<file path="src/rtl/ppp_divider.sv">
// Pipelined restoring divider, one quotient bit per stage, with saturation.
// Truncates toward zero; zero_i selects the alternate value. No package use.
module ppp_divider #(
  parameter int NUM_W = 67,
  parameter int DEN_W = 50,
  parameter int OUT_W = 16
) (
  input  logic                    clk_i,
  input  logic [OUT_W+3:0]        en_i,
  input  logic signed [NUM_W-1:0] num_i,
  input  logic signed [DEN_W-1:0] den_i,
  input  logic                    zero_i,
  input  logic [OUT_W-1:0]        alt_i,
  output logic [OUT_W-1:0]        quo_o,
  output logic                    zero_o
);
  localparam int QB = OUT_W + 1;
  localparam int RW = (NUM_W > DEN_W + QB) ? NUM_W : DEN_W + QB;
  localparam logic [QB-1:0] LO = QB'(1) << (OUT_W - 1);
  localparam logic [QB-1:0] HI = LO - QB'(1);

  // stage 0: magnitudes
  logic [NUM_W-1:0] mn_q;
  logic [DEN_W-1:0] md0_q;
  logic             neg0_q, zero0_q;
  logic [OUT_W-1:0] alt0_q;

  always_ff @(posedge clk_i) begin
    if (en_i[0]) begin
      mn_q    <= num_i[NUM_W-1] ? NUM_W'(-num_i) : NUM_W'(num_i);
      md0_q   <= den_i[DEN_W-1] ? DEN_W'(-den_i) : DEN_W'(den_i);
      neg0_q  <= num_i[NUM_W-1] ^ den_i[DEN_W-1];
      zero0_q <= zero_i;
      alt0_q  <= alt_i;
    end
  end

  // stage 1 fills index 0, iteration k fills index k+1
  logic [RW-1:0]    r_q    [QB+1];
  logic [QB-1:0]    qv_q   [QB+1];
  logic [DEN_W-1:0] md_q   [QB+1];
  logic             neg_q  [QB+1];
  logic             ovf_q  [QB+1];
  logic             zr_q   [QB+1];
  logic [OUT_W-1:0] alt_q  [QB+1];

  always_ff @(posedge clk_i) begin
    if (en_i[1]) begin
      r_q[0]   <= RW'(mn_q);
      qv_q[0]  <= '0;
      md_q[0]  <= md0_q;
      neg_q[0] <= neg0_q;
      ovf_q[0] <= RW'(mn_q >> QB) >= RW'(md0_q);
      zr_q[0]  <= zero0_q;
      alt_q[0] <= alt0_q;
    end
  end

  for (genvar k = 0; k < QB; k++) begin : g_iter
    localparam int BIT = QB - 1 - k;
    logic [RW-1:0] t;
    logic          ge;
    assign t  = RW'(md_q[k]) << BIT;
    assign ge = r_q[k] >= t;
    always_ff @(posedge clk_i) begin
      if (en_i[k+2]) begin
        r_q[k+1]       <= ge ? r_q[k] - t : r_q[k];
        qv_q[k+1]      <= qv_q[k] | (QB'(ge) << BIT);
        md_q[k+1]      <= md_q[k];
        neg_q[k+1]     <= neg_q[k];
        ovf_q[k+1]     <= ovf_q[k];
        zr_q[k+1]      <= zr_q[k];
        alt_q[k+1]     <= alt_q[k];
      end
    end
  end

  logic [OUT_W-1:0] sat;
  logic [QB-1:0]    q;
  always_comb begin
    q = qv_q[QB];
    if (neg_q[QB]) begin
      if (ovf_q[QB] || q > LO) sat = OUT_W'(LO);
      else                     sat = OUT_W'(-q);
    end else begin
      if (ovf_q[QB] || q > HI) sat = OUT_W'(HI);
      else                     sat = OUT_W'(q);
    end
  end

  always_ff @(posedge clk_i) begin
    if (en_i[QB+2]) begin
      quo_o  <= zr_q[QB] ? alt_q[QB] : sat;
      zero_o <= zr_q[QB];
    end
  end

endmodule

</file>
<file path="config.mk">
export PLATFORM = sky130hd
export DESIGN_NAME = ppp_divider
export DESIGN_NICKNAME = d
export VERILOG_FILES = /design/src/rtl/ppp_divider.sv
export SDC_FILE = /design/constraint.sdc
export NUM_CORES = 2
export LEC_CHECK = 0
export BUFFER_PORTS_ARGS = -buffer_cell sky130_fd_sc_hd__buf_2
export CAP_MARGIN = 20
export CORE_ASPECT_RATIO = 1.5
export CORE_UTILIZATION = 58
export DETAILED_ROUTE_END_ITERATION = 16
export PLACE_DENSITY = 0.76
export SLEW_MARGIN = 10
export SYNTH_ARGS = -nofsm -noshare
export SYNTH_HDL_FRONTEND = slang
export SYNTH_SLANG_ARGS = --single-unit
</file>
<file path="constraint.sdc">
create_clock -name clk_i -period 3.4 [get_ports clk_i]
set_input_delay 0.17 -clock clk_i [delete_from_list [all_inputs] [get_ports clk_i]]
set_output_delay 0.17 -clock clk_i [all_outputs]
set_load 0.005 [all_outputs]
</file>
==> out/qor.txt, run 1 <==
# rows: 224
Die X: 411 microns
Detailed Place HPWL: 430 mm
stop err: [ERROR GRT-0116] Global routing finished with congestion. Check the congestion regions in the DRC Viewer.
Area contributors post-synth: edfxtp_1, ha_1, a21oi_1
gr usage total: 71.4%
mean post-synth cell area: 10.9 sq um
status: aborted with a tool error
Root Buffer: clkbuf_16
largest net degree at the start of global routing: 79
CTS sink count: 2636
Synth area leader: edfxtp_1
Seq/Total Area, Yosys: 54.4%
post-synth top area share: 54.4%
routability cong.: 1.24
Halt Stage: global routing
Yosys cell types: 102
Cells after Synth: 13292
Cell Count Post-Placement: 19860
most common cell in the netlist: edfxtp_1
Post-synth top cells: edfxtp_1, a21oi_1, inv_1
vias in the first global route: 166482
asr flop ratio synth: 0%
Post-synth EDFFs: 2636
Synthesized Nets: 14367
Top FF cell, synth: edfxtp_1
CTS H-tree lvls: 5
Starting Density: 58.5%
Cell Area, Synth: 0.146 sq mm
Top-Level Pins: 172
grt total ovfl: 2374
first-pass GRT wire length: 1310 mm
Port Buf Inserts: 171
Synth Register Bits: 2636
die height: 616 microns
Clock Tree Buf Depth: 4
CTS Buf Count: 266
yosys warns: 0
==> stage by stage <==
| step | TNS (ns) | setup WS (ns) | util (%) | area, sq um |
|---|---|---|---|---|
| floorplan | -0.0815 | -0.0265 | - | 146000 |
| global placement | -593.08 | -1.67 | 71.1 | 177000 |
| detailed placement | -705.72 | -1.69 | 71.1 | 177000 |
| CTS | -332.93 | -0.714 | 78.4 | 195000 |
==> what timing repair did <==
action / CTS
hold endpoints to repair: 1509
buffers inserted: 215
endpoints found under the setup margin: 967
pin swaps: 256
gates cloned: 52
hold buffers: 202
resized for setup: 1168
==> kinds of logic after synthesis <==
family	after synthesis	share of synthesized area, %
fa+ha+maj	920	7.99
mux	137	1.06
compound gates	3658	15.4
xor+xnor	976	5.87
flops	2636	54.4
buf+inv	1642	4.27
simple gates	3323	11.0
==> metal layers <==
| layer | overflow | track usage (%) |
|---|---|---|
| met3 | 93 | 50.3 |
| met1 | 82 | 63.8 |
| met2 | 1502 | 95.7 |
| met4 | 685 | 81.6 |
| met5 | 12 | 23.8 |
==> run 2: changes to the inputs <==
Settings changed: CORE_ASPECT_RATIO 1.5 to unset, CORE_UTILIZATION 58 to 40, PLACE_DENSITY 0.76 to unset, PLACE_DENSITY_LB_ADDON set to 0.15.
Clock period 3.4 ns to 4.4 ns, I/O delays scaled along.
==> run 2 against run 1 <==
The flow now finishes without violations. Synthesized area unchanged. Synthesized cell count unchanged.
==> out/qor.txt, run 2 <==
status: completed
P_int: 70400 uW
max FFs per register: 1139
Sw Pwr: 41800 uW
Final Net Count: 15402
Largest Register: r_q
CP Data Required Time: 5.07 ns
routability cong.: 0.969
Crit path buffers/inverters: 7
Crit Path Class: flop to flop
fin. max-slew vios: 0
CP Launch Type: flop
Cell Area, Synth: 0.146 sq mm
final hold vios: 0
Rel. slew slack: 26.7%
Top-Level Pins: 172
Clk pwr share: 22.8%
Reg2Reg Depth: 17
Starting Density: 40.2%
Hold Crit Depth: 2
min Tclk post-route: 4.31 ns
CP delay by family, top: compound AO/OA/AOI/OAI gates
DR iter-0 viols: 6083
Top FF cell, synth: edfxtp_1
Via density: 5.34
commonest cells after routing, fill and taps aside: edfxtp_1, a21oi_1, inv_1
DR WL/cell: 21.9 microns
pre-CTS setup slack: -0.475 ns
WL final: 424 mm
mux share of post-synthesis cell area: 1.06%
Max VDD drop: 301 uV
layout cell share with drive strength beyond 1: 11.6%
Cell Count Post-Placement: 18551
Final period util: 98.1%
Residual DRC: 0
largest family of logic cells by synthesized area: compound AO/OA/AOI/OAI gates
mean post-synth cell area: 10.9 sq um
critical-path cell list: inv_1 > ha_1 > inv_1 > fa_1 > a21o_1 > a2bb2oi_1 > a21oi_1 > a41oi_1 > o21ai_0 > buf_4 > a21oi_1 > buf_4 > buf_12 > o31a_2 > buf_4 > buf_12 > mux2_2
Cells after Synth: 13292
Final Setup Violations: 0
critical path arrival: 4.98 ns
WHS Endpoint: alt0_q[3]
most common cell in the netlist: edfxtp_1
Critical Path Sink Type: flop
commonest non-fill, non-tap cell in the layout: edfxtp_1
Seq/Total Area, Yosys: 54.4%
Synth Area in Simple Gates: 11.0%
worst skew pair latency: 0.93 ns
Worst Hold Class: primary input to flop
post-synth top area share: 54.4%
CTS H-tree lvls: 5
reg-to-reg critical path startpoint: r_q[13][3]
Synth Register Bits: 2636
Area contributors post-synth: edfxtp_1, ha_1, a21oi_1
largest net degree at the start of global routing: 105
Root Buffer: clkbuf_16
f_max: 232 MHz
CTS tree: done
Layout area overhead: 16.9%
Top Registers: r_q x1139, md_q x850, alt_q x288
number of max-cap violations: 0
drt first pass iters: 8
first-pass GRT wire length: 634 mm
Post-Route Setup TNS: 0 ns
clk slew on worst S/H paths: 0.05 ns
most frequent CP cell: buf_4
power density cells: 660 mW/mm^2
slowest stage delay, CP: 0.40 ns
Sw Ratio: 37.3%
r2r setup slk: 0.09 ns
yosys warns: 0
routed vias: 103540
die area: 0.366 sq mm
Yosys cell types: 102
Post-synth EDFFs: 2636
XOR/XNOR Fraction of Synth Area: 5.87%
Hold Crit Start: alt_i[3]
grt total ovfl: 0
asr flop ratio synth: 0%
final worst slack: 0.0858 ns
# rows: 221
Clock Tree Buf Depth: 4
WHS: 0.116 ns
total power: 112000 uW
pin slew with the least headroom to its limit: 1.09 ns
Die X: 605 microns
Crit Path Max Fanout: 69
reg2reg end: r_q[14][4]
die height: 605 microns
post-synthesis compound-gate area fraction: 15.4%
Final ANT Viol Nets: 0
Detailed Place HPWL: 340 mm
Fin Clk Skew: 0.0742 ns
non-filler cells in the finished layout: 19375
CTS sink count: 2636
Pleak: 0.0676 uW
vias in the first global route: 108899
Synthesized Nets: 14367
Synth area leader: edfxtp_1
Port Buf Inserts: 171
Synth Area in Adders: 7.99%
RSZ-0062 raised after global routing: no
Post-synth top cells: edfxtp_1, a21oi_1, inv_1
CP max stage cell: edfxtp_1
CTS Buf Count: 310
Comb pwr share: 42.7%
gr usage total: 22.7%
share of total power in sequential cells: 34.5%
core footprint: 0.362 sq mm
antenna violations before repair: 10
==> run 2: cell counts after synthesis <==
No cell type changed its count.
==> run 2: power by group through the flow <==
stage | clock network [uW] | logic, uW | registers (uW)
6_report | 25600 | 47900 | 38700
5_1_grt | 27300 | 52500 | 39300
4_1_cts | 26400 | 47700 | 38700
3_5_place_dp | 0 | 47200 | 39200
3_3_place_gp | 0 | 46800 | 39200
2_1_floorplan | 0 | 32000 | 37600
==> run 2: cell type report <==
type	count	area, sq um
flip-flops and latches	2636	79200
fillers	32569	192000
multi-input cells	9014	60600
repair buffers	1183	9810
well taps	4794	6000
inverters	1182	4440
clock buffers	366	8010
diodes	12	30.0
clock inverters	188	2090
==> run 2: what timing repair did <==
item | in CTS | in global routing
cloned | 2 | 0
endpoints found under the hold margin | 1397 | 0
gates resized for setup | 22 | 35
setup buffers | 5 | 6
pin swaps | 6 | 10
hold buffers | 245 | 0
setup endpoints to repair | 73 | 100
==> run 2: worst max-delay path by stage <==
stage                            start  slack, ns          end  cells after the start
after floorplan             md_q[7][0]       0.70   r_q[8][60]                     14
after global placement    md_q[14][40]      -1.17  r_q[15][64]                     13
after detailed placement    md_q[7][0]      -0.48   r_q[8][60]                     16
after CTS                 md_q[14][40]      0.009  r_q[15][64]                     14
after global routing        md_q[0][1]      0.003   r_q[1][66]                     18
final                       r_q[13][3]       0.09   r_q[14][4]                     17
==> run 2: worst reg2reg max path, stage by stage, from the launching register on <==
cell and delay [ns]:
edfxtp_1 0.40, inv_1 0.07, ha_1 0.16, inv_1 0.06
fa_1 0.40, a21o_1 0.22, a2bb2oi_1 0.25, a21oi_1 0.20
a41oi_1 0.29, o21ai_0 0.16, buf_4 0.19, a21oi_1 0.33
buf_4 0.21, buf_12 0.10, o31a_2 0.19, buf_4 0.15
buf_12 0.22, mux2_2 0.48
==> run 2: cell families (layout without fill, tap and decap cells) <==
logic type               after synthesis  after routing
flip-flops                          2636           2636
AND/OR/NAND/NOR                     3323           3323
AO/OA/AOI/OAI                       3658           3658
buffers and inverters               1642           2919
XOR/XNOR                             976            976
other                                  0             12
multiplexers                         137            137
adder cells (fa/ha/maj)              920            920
==> run 2: metal layers <==
metal  up-vias  wire length [microns]  global-route usage [%]
li1      50864                      -                       -
met1     49149                 146000                    21.3
met2      2439                 229000                    44.8
met3      1086                  12200                    2.39
met4         2                  37000                    16.9
met5         -                     13                       0
==> run 2: metrics by stage <==
step	util (%)	cell area (sq um)
2_1_floorplan	-	146000
5_1_grt	47.0	170000
3_5_place_dp	43.4	157000
3_3_place_gp	43.4	157000
6_report	47.0	170000
4_1_cts	46.9	170000
Power figures use the tool's default switching activity.
